File: src/rtl/fpr_pkg.sv
// Shared constants, types and a helper function of the frequency page replacement block.
package fpr_pkg;

  // Sizes of the page table and the frame pool.
  localparam int unsigned NumPages  = 16;
  localparam int unsigned MaxFrames = 8;

  // Field widths.
  localparam int unsigned PageW     = $clog2(NumPages);
  localparam int unsigned CountW    = 16;
  localparam int unsigned TimeW     = 32;
  localparam int unsigned FrameCfgW = 4;
  localparam int unsigned FrameW    = $clog2(MaxFrames + 1);
  localparam int unsigned EntryW    = CountW + TimeW;
  localparam int unsigned CfgIdxW   = 1;
  localparam int unsigned CfgDataW  = FrameCfgW;

  // Saturation value of the reference count.
  localparam logic [CountW-1:0] CountMax = {CountW{1'b1}};

  // Configuration register indexes.
  localparam logic [CfgIdxW-1:0] CfgPolicy = 1'b0;
  localparam logic [CfgIdxW-1:0] CfgFrames = 1'b1;

  // Policy codes.
  localparam logic PolicyLfu = 1'b0;
  localparam logic PolicyMfu = 1'b1;

  // Control of the victim search unit.
  typedef struct packed {
    logic clear;
    logic step;
  } scan_ctrl_t;

  // Saturating increment of a reference count.
  function automatic logic [CountW-1:0] bump(input logic [CountW-1:0] c);
    logic [CountW-1:0] r;
    if (c == CountMax) begin
      r = CountMax;
    end else begin
      r = c + CountW'(1);
    end
    return r;
  endfunction

endpackage

File: src/rtl/fpr_ram.sv
// Generic single-port-write, single-port-read RAM with registered read data.
module fpr_ram #(
  parameter int unsigned Width = 8,
  parameter int unsigned Depth = 16
) (
  input  logic                     clk_i,
  input  logic                     we_i,
  input  logic [$clog2(Depth)-1:0] waddr_i,
  input  logic [Width-1:0]         wdata_i,
  input  logic [$clog2(Depth)-1:0] raddr_i,
  output logic [Width-1:0]         rdata_o
);

  logic [Width-1:0] mem_q [Depth];
  logic [Width-1:0] rdata_q;

  // Write port and registered read port.
  always_ff @(posedge clk_i) begin
    if (we_i) begin
      mem_q[waddr_i] <= wdata_i;
    end
    rdata_q <= mem_q[raddr_i];
  end

  assign rdata_o = rdata_q;

endmodule

File: src/rtl/fpr_victim_scan.sv
// Victim search unit: keeps the best eviction candidate as page records stream by.
module fpr_victim_scan (
  input  logic                       clk_i,
  input  logic                       rst_ni,
  input  fpr_pkg::scan_ctrl_t        ctrl_i,
  input  logic                       policy_i,
  input  logic [fpr_pkg::TimeW-1:0]  time_now_i,
  input  logic [fpr_pkg::PageW-1:0]  idx_i,
  input  logic                       resident_i,
  input  logic [fpr_pkg::CountW-1:0] count_i,
  input  logic [fpr_pkg::TimeW-1:0]  time_i,
  output logic [fpr_pkg::PageW-1:0]  victim_o
);

  logic                       found_q, found_d;
  logic [fpr_pkg::PageW-1:0]  best_idx_q, best_idx_d;
  logic [fpr_pkg::CountW-1:0] best_count_q, best_count_d;
  logic [fpr_pkg::TimeW-1:0]  best_age_q, best_age_d;
  logic [fpr_pkg::TimeW-1:0]  age;
  logic                       take;

  // Age under wrap is the modular distance to the current time.
  assign age = time_now_i - time_i;

  // Candidate selection: count decides by policy, equal counts go to the older page.
  always_comb begin
    take = 1'b0;
    if (resident_i) begin
      if (!found_q) begin
        take = 1'b1;
      end else if (count_i == best_count_q) begin
        take = age > best_age_q;
      end else if (policy_i == fpr_pkg::PolicyLfu) begin
        take = count_i < best_count_q;
      end else begin
        take = count_i > best_count_q;
      end
    end
  end

  // Next value of the running best.
  always_comb begin
    found_d      = found_q;
    best_idx_d   = best_idx_q;
    best_count_d = best_count_q;
    best_age_d   = best_age_q;
    if (ctrl_i.clear) begin
      found_d = 1'b0;
    end else if (ctrl_i.step && take) begin
      found_d      = 1'b1;
      best_idx_d   = idx_i;
      best_count_d = count_i;
      best_age_d   = age;
    end
  end

  always_ff @(posedge clk_i or negedge rst_ni) begin
    if (!rst_ni) begin
      found_q <= 1'b0;
    end else begin
      found_q <= found_d;
    end
  end

  always_ff @(posedge clk_i) begin
    best_idx_q   <= best_idx_d;
    best_count_q <= best_count_d;
    best_age_q   <= best_age_d;
  end

  assign victim_o = best_idx_q;

endmodule

File: src/rtl/frequency_page_replacement.sv
// Frequency page replacement (LFU or MFU, oldest first on ties): top level.
// A word is taken when start is high and busy is low. Its result is on the result
// ports, marked by done_o high for one cycle, and the receiver cannot stall it. A hit
// or a miss into a free frame goes from the look-up state back to idle; a miss with
// eviction first runs the one-record-per-cycle scan of the page table RAM and then
// the finish state. busy is low in the done_o cycle, so the next word can be taken at the
// edge that takes the result. Reset clears the resident and written flags and the time.
module frequency_page_replacement (
  input  logic                          clk_i,
  input  logic                          rst_ni,
  input  logic                          start,
  output logic                          busy,
  input  logic [fpr_pkg::PageW-1:0]     page_i,
  input  logic                          cfg_we_i,
  input  logic [fpr_pkg::CfgIdxW-1:0]   cfg_idx_i,
  input  logic [fpr_pkg::CfgDataW-1:0]  cfg_wdata_i,
  output logic                          done_o,
  output logic                          fault_o,
  output logic                          replaced_o,
  output logic [fpr_pkg::PageW-1:0]     victim_page_o,
  output logic [fpr_pkg::CountW-1:0]    ref_count_o
);

  typedef enum logic [3:0] {
    S_IDLE = 4'b0001,
    S_LOOK = 4'b0010,
    S_SCAN = 4'b0100,
    S_FIN  = 4'b1000
  } state_e;

  state_e state_q, state_d;

  logic                              policy_q, policy_d;
  logic [fpr_pkg::FrameCfgW-1:0]     frame_cnt_q, frame_cnt_d;
  logic [fpr_pkg::PageW-1:0]         page_q, page_d;
  logic [fpr_pkg::CountW-1:0]        count_q, count_d;
  logic [fpr_pkg::TimeW-1:0]         time_now_q, time_now_d;
  logic [fpr_pkg::FrameW-1:0]        frames_used_q, frames_used_d;
  logic [fpr_pkg::NumPages-1:0]      resident_q, resident_d;
  logic [fpr_pkg::NumPages-1:0]      written_q, written_d;
  logic [fpr_pkg::PageW:0]           scan_cnt_q, scan_cnt_d;
  logic                              rd_valid_q;
  logic                              done_q, done_d;
  logic                              fault_q, fault_d;
  logic                              replaced_q, replaced_d;
  logic [fpr_pkg::PageW-1:0]         victim_q, victim_d;
  logic [fpr_pkg::CountW-1:0]        ref_count_q, ref_count_d;

  logic                              ram_we;
  logic [fpr_pkg::PageW-1:0]         ram_waddr;
  logic [fpr_pkg::EntryW-1:0]        ram_wdata;
  logic [fpr_pkg::PageW-1:0]         ram_raddr;
  logic [fpr_pkg::EntryW-1:0]        ram_rdata;

  logic [fpr_pkg::CountW-1:0]        rd_count;
  logic [fpr_pkg::TimeW-1:0]         rd_time;
  logic [fpr_pkg::CountW-1:0]        count_new;
  logic [fpr_pkg::FrameW-1:0]        frame_limit;
  logic [fpr_pkg::PageW-1:0]         scan_idx;
  logic [fpr_pkg::PageW-1:0]         victim_idx;
  fpr_pkg::scan_ctrl_t               scan_ctrl;
  logic                              accept;

  assign busy   = (state_q != S_IDLE);
  assign accept = start && !busy;

  // Page table RAM: reference count and last use time of each page.
  fpr_ram #(
    .Width (fpr_pkg::EntryW),
    .Depth (fpr_pkg::NumPages)
  ) u_table (
    .clk_i   (clk_i),
    .we_i    (ram_we),
    .waddr_i (ram_waddr),
    .wdata_i (ram_wdata),
    .raddr_i (ram_raddr),
    .rdata_o (ram_rdata)
  );

  // Entries never written read as zero.
  assign rd_count  = rd_valid_q ? ram_rdata[fpr_pkg::EntryW-1:fpr_pkg::TimeW] : '0;
  assign rd_time   = rd_valid_q ? ram_rdata[fpr_pkg::TimeW-1:0] : '0;
  assign count_new = fpr_pkg::bump(rd_count);

  // The scan compares the record read in the previous cycle.
  assign scan_idx = fpr_pkg::PageW'(scan_cnt_q - 1'b1);
  assign ram_raddr = (state_q == S_SCAN) ? scan_cnt_q[fpr_pkg::PageW-1:0] : page_i;

  // Effective number of frames, clamped to one through the pool size.
  always_comb begin
    if (frame_cnt_q == '0) begin
      frame_limit = fpr_pkg::FrameW'(1);
    end else if (32'(frame_cnt_q) > 32'(fpr_pkg::MaxFrames)) begin
      frame_limit = fpr_pkg::FrameW'(fpr_pkg::MaxFrames);
    end else begin
      frame_limit = fpr_pkg::FrameW'(frame_cnt_q);
    end
  end

  fpr_victim_scan u_scan (
    .clk_i      (clk_i),
    .rst_ni     (rst_ni),
    .ctrl_i     (scan_ctrl),
    .policy_i   (policy_q),
    .time_now_i (time_now_q),
    .idx_i      (scan_idx),
    .resident_i (resident_q[scan_idx]),
    .count_i    (rd_count),
    .time_i     (rd_time),
    .victim_o   (victim_idx)
  );

  // Configuration writes.
  always_comb begin
    policy_d    = policy_q;
    frame_cnt_d = frame_cnt_q;
    if (cfg_we_i) begin
      case (cfg_idx_i)
        fpr_pkg::CfgPolicy: policy_d    = cfg_wdata_i[0];
        fpr_pkg::CfgFrames: frame_cnt_d = cfg_wdata_i;
        default: ;
      endcase
    end
  end

  // Sequencer: look up, optional victim scan, write back and report.
  always_comb begin
    state_d       = state_q;
    page_d        = page_q;
    count_d       = count_q;
    time_now_d    = time_now_q;
    frames_used_d = frames_used_q;
    resident_d    = resident_q;
    written_d     = written_q;
    scan_cnt_d    = scan_cnt_q;
    done_d        = 1'b0;
    fault_d       = fault_q;
    replaced_d    = replaced_q;
    victim_d      = victim_q;
    ref_count_d   = ref_count_q;
    ram_we        = 1'b0;
    ram_waddr     = page_q;
    ram_wdata     = {count_new, time_now_q};
    scan_ctrl     = '0;
    case (state_q)
      S_IDLE: begin
        if (accept) begin
          page_d  = page_i;
          state_d = S_LOOK;
        end
      end
      S_LOOK: begin
        count_d = count_new;
        if (resident_q[page_q]) begin
          // Hit: raise the count and record the time.
          ram_we                = 1'b1;
          written_d[page_q]     = 1'b1;
          time_now_d            = time_now_q + 1'b1;
          done_d                = 1'b1;
          fault_d               = 1'b0;
          replaced_d            = 1'b0;
          victim_d              = '0;
          ref_count_d           = count_new;
          state_d               = S_IDLE;
        end else if (frames_used_q >= frame_limit) begin
          // Miss with all frames taken: search for a victim.
          scan_ctrl.clear = 1'b1;
          scan_cnt_d      = '0;
          state_d         = S_SCAN;
        end else begin
          // Miss with a free frame.
          ram_we                = 1'b1;
          written_d[page_q]     = 1'b1;
          resident_d[page_q]    = 1'b1;
          frames_used_d         = frames_used_q + 1'b1;
          time_now_d            = time_now_q + 1'b1;
          done_d                = 1'b1;
          fault_d               = 1'b1;
          replaced_d            = 1'b0;
          victim_d              = '0;
          ref_count_d           = count_new;
          state_d               = S_IDLE;
        end
      end
      S_SCAN: begin
        scan_ctrl.step = (scan_cnt_q != '0);
        scan_cnt_d     = scan_cnt_q + 1'b1;
        if (scan_cnt_q == (fpr_pkg::PageW + 1)'(fpr_pkg::NumPages)) begin
          state_d = S_FIN;
        end
      end
      S_FIN: begin
        // Evict the chosen page and bring in the missing one.
        ram_we                 = 1'b1;
        ram_wdata              = {count_q, time_now_q};
        written_d[page_q]      = 1'b1;
        resident_d[victim_idx] = 1'b0;
        resident_d[page_q]     = 1'b1;
        time_now_d             = time_now_q + 1'b1;
        done_d                 = 1'b1;
        fault_d                = 1'b1;
        replaced_d             = 1'b1;
        victim_d               = victim_idx;
        ref_count_d            = count_q;
        state_d                = S_IDLE;
      end
      default: begin
        state_d = S_IDLE;
      end
    endcase
  end

  // Control registers.
  always_ff @(posedge clk_i or negedge rst_ni) begin
    if (!rst_ni) begin
      state_q       <= S_IDLE;
      policy_q      <= fpr_pkg::PolicyLfu;
      frame_cnt_q   <= fpr_pkg::FrameCfgW'(3);
      time_now_q    <= '0;
      frames_used_q <= '0;
      resident_q    <= '0;
      written_q     <= '0;
      scan_cnt_q    <= '0;
      rd_valid_q    <= 1'b0;
      done_q        <= 1'b0;
    end else begin
      state_q       <= state_d;
      policy_q      <= policy_d;
      frame_cnt_q   <= frame_cnt_d;
      time_now_q    <= time_now_d;
      frames_used_q <= frames_used_d;
      resident_q    <= resident_d;
      written_q     <= written_d;
      scan_cnt_q    <= scan_cnt_d;
      rd_valid_q    <= written_q[ram_raddr];
      done_q        <= done_d;
    end
  end

  // Payload registers.
  always_ff @(posedge clk_i) begin
    page_q      <= page_d;
    count_q     <= count_d;
    fault_q     <= fault_d;
    replaced_q  <= replaced_d;
    victim_q    <= victim_d;
    ref_count_q <= ref_count_d;
  end

  assign done_o        = done_q;
  assign fault_o       = fault_q;
  assign replaced_o    = replaced_q;
  assign victim_page_o = victim_q;
  assign ref_count_o   = ref_count_q;

endmodule

File: config.mk
export PLATFORM = sky130hd
export DESIGN_NAME = frequency_page_replacement
export DESIGN_NICKNAME = d
export VERILOG_FILES = /design/src/rtl/fpr_pkg.sv /design/src/rtl/fpr_ram.sv /design/src/rtl/fpr_victim_scan.sv /design/src/rtl/frequency_page_replacement.sv
export SDC_FILE = /design/constraint.sdc
export NUM_CORES = 1
export LEC_CHECK = 0
export ABC_AREA = 0
export ABC_CLOCK_PERIOD_IN_PS = 10800
export BUFFER_PORTS_ARGS = -buffer_cell sky130_fd_sc_hd__buf_2
export CORE_MARGIN = 4
export CORE_UTILIZATION = 60
export DETAILED_ROUTE_END_ITERATION = 16
export PLACE_DENSITY_LB_ADDON = 0.2
export SETUP_SLACK_MARGIN = 0.5
export SLEW_MARGIN = 20
export SYNTH_ARGS = -nofsm -noshare
export SYNTH_HDL_FRONTEND = slang
export SYNTH_SLANG_ARGS = --single-unit
File: constraint.sdc
create_clock -name clk_i -period 10.8 [get_ports clk_i]
set_input_delay 2.16 -clock clk_i [delete_from_list [all_inputs] [get_ports clk_i]]
set_output_delay 2.16 -clock clk_i [all_outputs]
set_load 0.005 [all_outputs]
==> results.toml, run 1 <==
[outcome]
status = "completed"

[global_routing]
use_met2 = 0.401
antenna_found_initial = 1
met1_usage = 0.372
grt_max_degree = 82
grt_overflow = 0
grt_pass1_wl_um = 136000
grtUsageTotal = 0.254
grt_pass1_vias = 22200
grt_busiest_layer = "met2"
met3_usage = 0.0453

[sta]
finalCriticalPeriod_ns = 6.05
hold_violations = 0
finalMaxSlewViolations = 0
fin_skew_ns = 0.0267
setup_viol = 0
grt_setup_unrepaired = "no"
finalSetupTns_ns = 0
slew_headroom = 0.232
worst_pin_slew_ns = 1.15
fmax_mhz = 165
hold_ws_ns = 0.459
finalCritPeriodShare = 0.560

[yosys]
synth_cells = 2348
syn_area_mm2 = 0.0407
synth_compound_area_frac = 0.0438
yosysTopAreaCellShare = 0.636
synth_seq_cells = 995
synth.avg_cell_area_um2 = 17.3
synth_xor_area_frac = 0.0172
yosysUniqueCellTypes = 62
synthAdderAreaFrac = 0.0282
synthMuxAreaShare = 0.118
synth_top_family_by_area = "multiplexers"
yosysMostFrequentCell = "edfxtp_1"
synth-async-reset-ratio = 0.0854
synthTopCellsByCount = "862 x edfxtp_1, 214 x nand2_1, 206 x mux4_2, 90 x ha_1, 82 x dfrtp_1"
yosysTopAreaCell = "edfxtp_1"
yosys_most_used_dff = "edfxtp_1"
ys_warn_count = 0
synth_area_leaders = "edfxtp_1 64%, mux4_2 11%, dfrtp_1 5.0%"
syn_nets = 2452
ys_seq_area_frac = 0.712
synth-simple-area-share = 0.0609
synth-edff-count = 862

[placed_design]
dp_hpwl_um = 45600
place.gp.congestion = 0.868
post-place-cells = 3199
port_buffers = 36

[routing]
drc_errors = 0
wl_per_cell_um = 26.3
num_vias = 21500
first_pass_iters = 5
drt-initial-drc-count = 2259
routed_wl_um = 89300
drtAntennaViolNets = 0
viasPerCell = 6.34

[floorplanning]
rows = 95
core_area_mm2 = 0.0672
pin_count = 37
start_util = 0.606
fp.dieW_um = 268
die_h_um = 268
die-area_mm2 = 0.0720

[final_layout]
fin_util = 0.675
antenna_cells = 0
drive_gt1_frac = 0.197
nets = 2533
fin_cells = 3390
area_growth_pct = 11.5

[worst_setup_path]
crit_arrival_ns = 6.33
crit_path_end_kind = "flip-flop"
start_kind = "flip-flop"
crit_required_ns = 11.08
critical_path_class = "flip-flop to flip-flop"
crit_path_max_fanout = 53

[clock_network]
postCtsSetupBuffers = 0
root_buffer = "clkbuf_16"
hold_buffers = 0
cts_sinks = 995
path_clk_slew_ns = 0.06
cts_max_level = 3
clock_path_buffers = 3
cts_tree = "built"
worstSkewPairLatency_ns = 0.66
cts_buffers = 100
cts-resized-gates = 0

[power]
peakVddDrop_mv = 0.129
power_w = 0.00907
leakage_nw = 16.6
power_density_mw_per_mm2 = 200

[run]
cap_violations = 0

[hold_path]
hold_class = "flip-flop to flip-flop"
==> cells by family (layout without fill, tap and decap cells) <==
kind of cell             count (synthesis)  after routing
adder cells (fa/ha/maj)                 91             91
XOR/XNOR                                80             80
buffers and inverters                  171            340
AND/OR/NAND/NOR                        514            514
flip-flops                             995            995
AO/OA/AOI/OAI                          278            278
multiplexers                           219            219
==> path summary, 6_finish.rpt <==
path / startpoint / end / slack (ns) / depth (start not counted)
min reg2reg: written_q[8] / written_q[8] / 0.46 / 1
max reg2reg: rd_valid_q / u_scan.best_count_q[15] / 4.75 / 23
max: rd_valid_q / u_scan.best_count_q[15] / 4.75 / 23
min in group asynchronous: rst_ni / written_q[11] / 1.37 / 1
max in group asynchronous: rst_ni / time_now_q[26] / 8.14 / 2
min: written_q[8] / written_q[8] / 0.46 / 1
==> registers in the layout, indices dropped and copies added, names as in the netlist, 32 cells and up <==
signal,flops
u_scan.best_age_q,32
time_now_q,32
u_table.rdata_o,48
u_table.mem_q,768
==> placed cells by master, fill, tap and decap left out, types with 6 or more instances in the layout <==
cell type / instances
xnor2_1: 51
o21a_1: 12
nor3_1: 17
nand2_1: 212
dfxtp_1: 48
a21o_1: 19
ha_1: 90
nor2_4: 17
nor2b_1: 16
nand3_1: 30
and2_1: 71
a31oi_1: 57
clkbuf_16: 102
and3_1: 9
mux2_2: 9
o21ai_0: 65
a31oi_2: 6
clkinv_1: 6
clkinv_2: 15
buf_4: 42
clkbuf_1: 30
clkbuf_8: 21
a21oi_1: 38
nand2b_1: 12
or2_2: 8
inv_1: 71
or2_1: 16
nor2_1: 57
bufinv_16: 6
dfrtp_1: 81
mux4_2: 206
xor2_1: 29
nand4_1: 27
edfxtp_1: 862
a211oi_1: 55
buf_2: 35
==> worst max-delay path, cell delays in order (launching register included) <==
cell	delay [ns]
dfrtp_2	0.39
buf_4	0.30
and2_1	0.23
ha_1	0.21
fa_1	0.41
nor2b_1	0.18
o2111ai_1	0.16
and3b_1	0.22
o21ai_0	0.18
nand2_1	0.16
o221ai_1	0.36
a211oi_1	0.22
or3_1	0.38
nand4b_1	0.14
ha_1	0.17
nand4_1	0.10
nor2_1	0.12
nand3_1	0.11
a211oi_1	0.24
nor2_1	0.06
a21oi_1	0.16
a211o_1	0.11
o211a_2	0.49
buf_4	0.53
==> metrics by stage <==
stage | instance area (µm²) | worst slack (ns)
floorplan | 40700 | 5.16
global placement | 41900 | 4.87
detailed placement | 41900 | 4.72
CTS | 45300 | 4.70
global route | 45300 | 4.24
finish | 45300 | 4.75
==> where the power goes <==
part	internal, W	total (W)	switching [W]
Clock	0.00204	0.00347	0.00143
Combinational	0.000444	0.00109	0.000643
Sequential	0.00440	0.00451	0.000110
Total	0.00689	0.00907	0.00218
==> layer usage <==
metal  routed length [µm]  share of wire
met5                    0              0
met2                42400           0.48
met1                37000           0.41
met3                 7410          0.083
met4                 2380          0.027
==> cell type report <==
cell class / count / area [µm²]
sequential: 995 / 29000
fill: 4264 / 21800
multi-input combinational: 1182 / 11100
clock buffer: 153 / 2950
tap: 873 / 1090
timing repair buffer: 79 / 538
clock inverter: 37 / 419
inverter: 71 / 267
(Power assumes the default switching activity.)
==> inputs of run 2 (changes only) <==
--- a/config.mk
+++ b/config.mk
@@ -5,11 +5,11 @@
 export SDC_FILE = /design/constraint.sdc
 export NUM_CORES = 1
 export LEC_CHECK = 0
-export ABC_AREA = 0
-export ABC_CLOCK_PERIOD_IN_PS = 10800
+export ABC_AREA = 1
+export ABC_CLOCK_PERIOD_IN_PS = 5300
 export BUFFER_PORTS_ARGS = -buffer_cell sky130_fd_sc_hd__buf_2
 export CORE_MARGIN = 4
-export CORE_UTILIZATION = 60
+export CORE_UTILIZATION = 57
 export DETAILED_ROUTE_END_ITERATION = 16
 export PLACE_DENSITY_LB_ADDON = 0.2
 export SETUP_SLACK_MARGIN = 0.5
==> constraint.sdc (replaced) <==
create_clock -name clk_i -period 5.3 [get_ports clk_i]
set_input_delay 1.06 -clock clk_i [delete_from_list [all_inputs] [get_ports clk_i]]
set_output_delay 1.06 -clock clk_i [all_outputs]
set_load 0.005 [all_outputs]
==> run 2 against run 1 <==
Net effect: wire length grew 24%; maximum frequency increased by 35%; clock skew is 0.0054 ns lower; area after synthesis increased by 7.5%; final area grew 7.3%; largest cell class unchanged.
==> results.toml, run 2 <==
[yosys]
yosysTopAreaCell = "edfxtp_1"
synth_cells = 3874
yosysTopAreaCellShare = 0.592
yosysMostFrequentCell = "edfxtp_1"
synth-edff-count = 862
syn_area_mm2 = 0.0437
synth_area_leaders = "edfxtp_1 59%, nand2_1 5.6%, o211ai_1 4.8%"
synth.avg_cell_area_um2 = 11.3
synthTopCellsByCount = "862 x edfxtp_1, 652 x nand2_1, 444 x inv_1, 347 x nand3_1, 277 x o211ai_1"
synth_seq_cells = 995
syn_nets = 3978
ys_warn_count = 0
synth-async-reset-ratio = 0.0854
yosysUniqueCellTypes = 49
ys_seq_area_frac = 0.663
yosys_most_used_dff = "edfxtp_1"

[global_routing]
grtUsageTotal = 0.271
grt_pass1_wl_um = 170000
antenna_found_initial = 2
grt_pass1_vias = 28100
grt_max_degree = 197
grt_overflow = 0

[power]
leakage_nw = 19.9
power_density_mw_per_mm2 = 407
peakVddDrop_mv = 0.279

[routing]
viasPerCell = 5.85
routed_wl_um = 111000
wl_per_cell_um = 22.1
drtAntennaViolNets = 0
num_vias = 29400
first_pass_iters = 5
drc_errors = 0
drt-initial-drc-count = 3010

[run]
cap_violations = 0

[worst_setup_path]
cp.depth = 22
worst-path-buf-inv = 4
ff2ff_setup_slack_ns = 0.82
reg2reg_depth = 22
crit_start = "rd_valid_q"
crit_path_max_fanout = 35
crit_chain = "buf_8 -> nand2_1 -> ha_1 -> nand2_1 -> nor2_1 -> inv_1 -> nor3_1 -> or3b_2 -> nand4_1 -> nand2_1 -> ha_1 -> nand2_1 -> nor2_1 -> nand2_1 -> a21oi_1 -> nor2_1 -> nand2_1 -> nand2_1 -> nand3_1 -> nand2_1 -> clkinvlp_4 -> buf_4"
cpMostUsedCell = "nand2_1"
crit_required_ns = 5.61
crit_arrival_ns = 4.79
cp_slowest_cell = "dfrtp_2"
start_kind = "flip-flop"
critical_path_class = "flip-flop to flip-flop"
r2r_end = "u_scan.best_count_q[14]"
cpLargestDelayFamily = "simple AND/OR/NAND/NOR gates"
r2r-start = "rd_valid_q"
crit_path_end_kind = "flip-flop"
max_stage_delay_ns = 0.53
crit_end = "u_scan.best_count_q[14]"

[final_layout]
final_cell_mix = "862 x edfxtp_1, 651 x nand2_1, 426 x inv_1, 346 x nand3_1, 277 x o211ai_1"
largest_register = "u_table.mem_q"
fin_area_mm2 = 0.0486
area_growth_pct = 11.3
fin_util = 0.640
final_common_cell = "edfxtp_1"
antenna_cells = 0
largest_reg_flops = 768
nets = 4013
drive_gt1_frac = 0.0902

[placed_design]
dp_hpwl_um = 62800
place_area_mm2 = 0.0453
port_buffers = 36
place.gp.congestion = 0.928

[sta]
setup_viol = 0
finalCriticalPeriod_ns = 4.48
hold_violations = 0
fin_skew_ns = 0.0213
finalMaxSlewViolations = 0
finalSetupTns_ns = 0
slew_headroom = 0.269
finalCritPeriodShare = 0.845
worst_pin_slew_ns = 1.10
grt_setup_unrepaired = "yes"
fmax_mhz = 223

[clock_network]
postCtsSetupBuffers = 0
path_clk_slew_ns = 0.06
cts_tree = "built"
cts_sinks = 995
worstSkewPairLatency_ns = 0.67
hold_buffers = 0
clock_path_buffers = 3
cts_max_level = 3
cts-resized-gates = 0
cts_buffers = 101
root_buffer = "clkbuf_16"

[hold_path]
hold_class = "primary input to asynchronous set/reset pin"

[floorplanning]
die-area_mm2 = 0.0812
rows = 101
core_area_mm2 = 0.0759
start_util = 0.575
fp.dieW_um = 285
pin_count = 37
die_h_um = 285

[outcome]
status = "completed"
==> run 2: cell count changes after synthesis, moves of 97 or more <==
cell      delta
nand3_1    +317
nor2_1      +97
o21ai_1    +192
nand2_1    +438
o211ai_1   +275
mux4_2     -206
inv_1      +373
==> run 2: cells by family (layout without fill, tap and decap cells) <==
logic type                 after synthesis  after routing  share of synthesized area
AOI/OAI and AO/OA                      707            707                     0.0990
xor gates and xnor gates                60             60                     0.0120
adders and majority gates               91             91                     0.0262
buffers and inverters                  636            755                     0.0587
DFF                                    995            995                      0.663
muxes                                    2              2                   0.000515
and+or+nand+nor                       1383           1383                      0.141
==> run 2: routing by layer <==
layer	wire (µm)	part of all wire	vias to the layer above	global-route usage
met3	8460	0.076	182	0.0397
met2	51500	0.46	1092	0.438
met1	48300	0.44	14400	0.391
met4	2560	0.023	4	0.0717
li1	-	-	13700	-
met5	27	0.00024	-	0
==> run 2: worst register-to-register path, stage by stage, from the launching register on <==
cell	delay, ns
dfrtp_2	0.53
buf_8	0.30
nand2_1	0.11
ha_1	0.40
nand2_1	0.12
nor2_1	0.16
inv_1	0.09
nor3_1	0.24
or3b_2	0.51
nand4_1	0.09
nand2_1	0.10
ha_1	0.28
nand2_1	0.08
nor2_1	0.14
nand2_1	0.07
a21oi_1	0.15
nor2_1	0.05
nand2_1	0.06
nand2_1	0.05
nand3_1	0.06
nand2_1	0.09
clkinvlp_4	0.09
buf_4	0.34
==> run 2: stage by stage <==
stage | setup WS (ns) | cells | total power, W | hold slack [ns]
3_3_place_gp | 0.790 | 4836 | 0.0127 | 0.434
2_1_floorplan | 0.609 | 3874 | 0.0117 | 0.422
5_1_grt | 0.400 | 5023 | 0.0207 | 0.461
4_1_cts | 0.661 | 5023 | 0.0199 | 0.444
3_5_place_dp | 0.682 | 4836 | 0.0128 | 0.437
6_report | 0.820 | 5023 | 0.0198 | 0.435
==> run 2: cell type report <==
type | count | area [µm²]
sequential | 995 | 29000
fill | 5828 | 27300
multi-input combinational | 2243 | 12200
clock buffer | 134 | 2830
inverter | 452 | 1740
tap | 1030 | 1290
timing repair buffer | 116 | 1070
clock inverter | 53 | 505
==> run 2: how the worst min path moves through the flow <==
stage                  start             to  slack (ns)  depth (start not counted)
2_1_floorplan  written_q[11]  written_q[11]        0.42                          2
3_3_place_gp   written_q[13]  written_q[13]        0.43                          2
3_5_place_dp    written_q[9]   written_q[9]        0.44                          2
4_1_cts               rst_ni     state_q[3]        0.44                          1
5_1_grt         written_q[9]   written_q[9]        0.46                          2
6_report              rst_ni     state_q[3]        0.43                          1
==> run 2: where the power goes <==
group	internal, W	switching (W)
Sequential	0.00909	0.000221
Combinational	0.00102	0.00238
Clock	0.00410	0.00297
Total	0.0142	0.00557
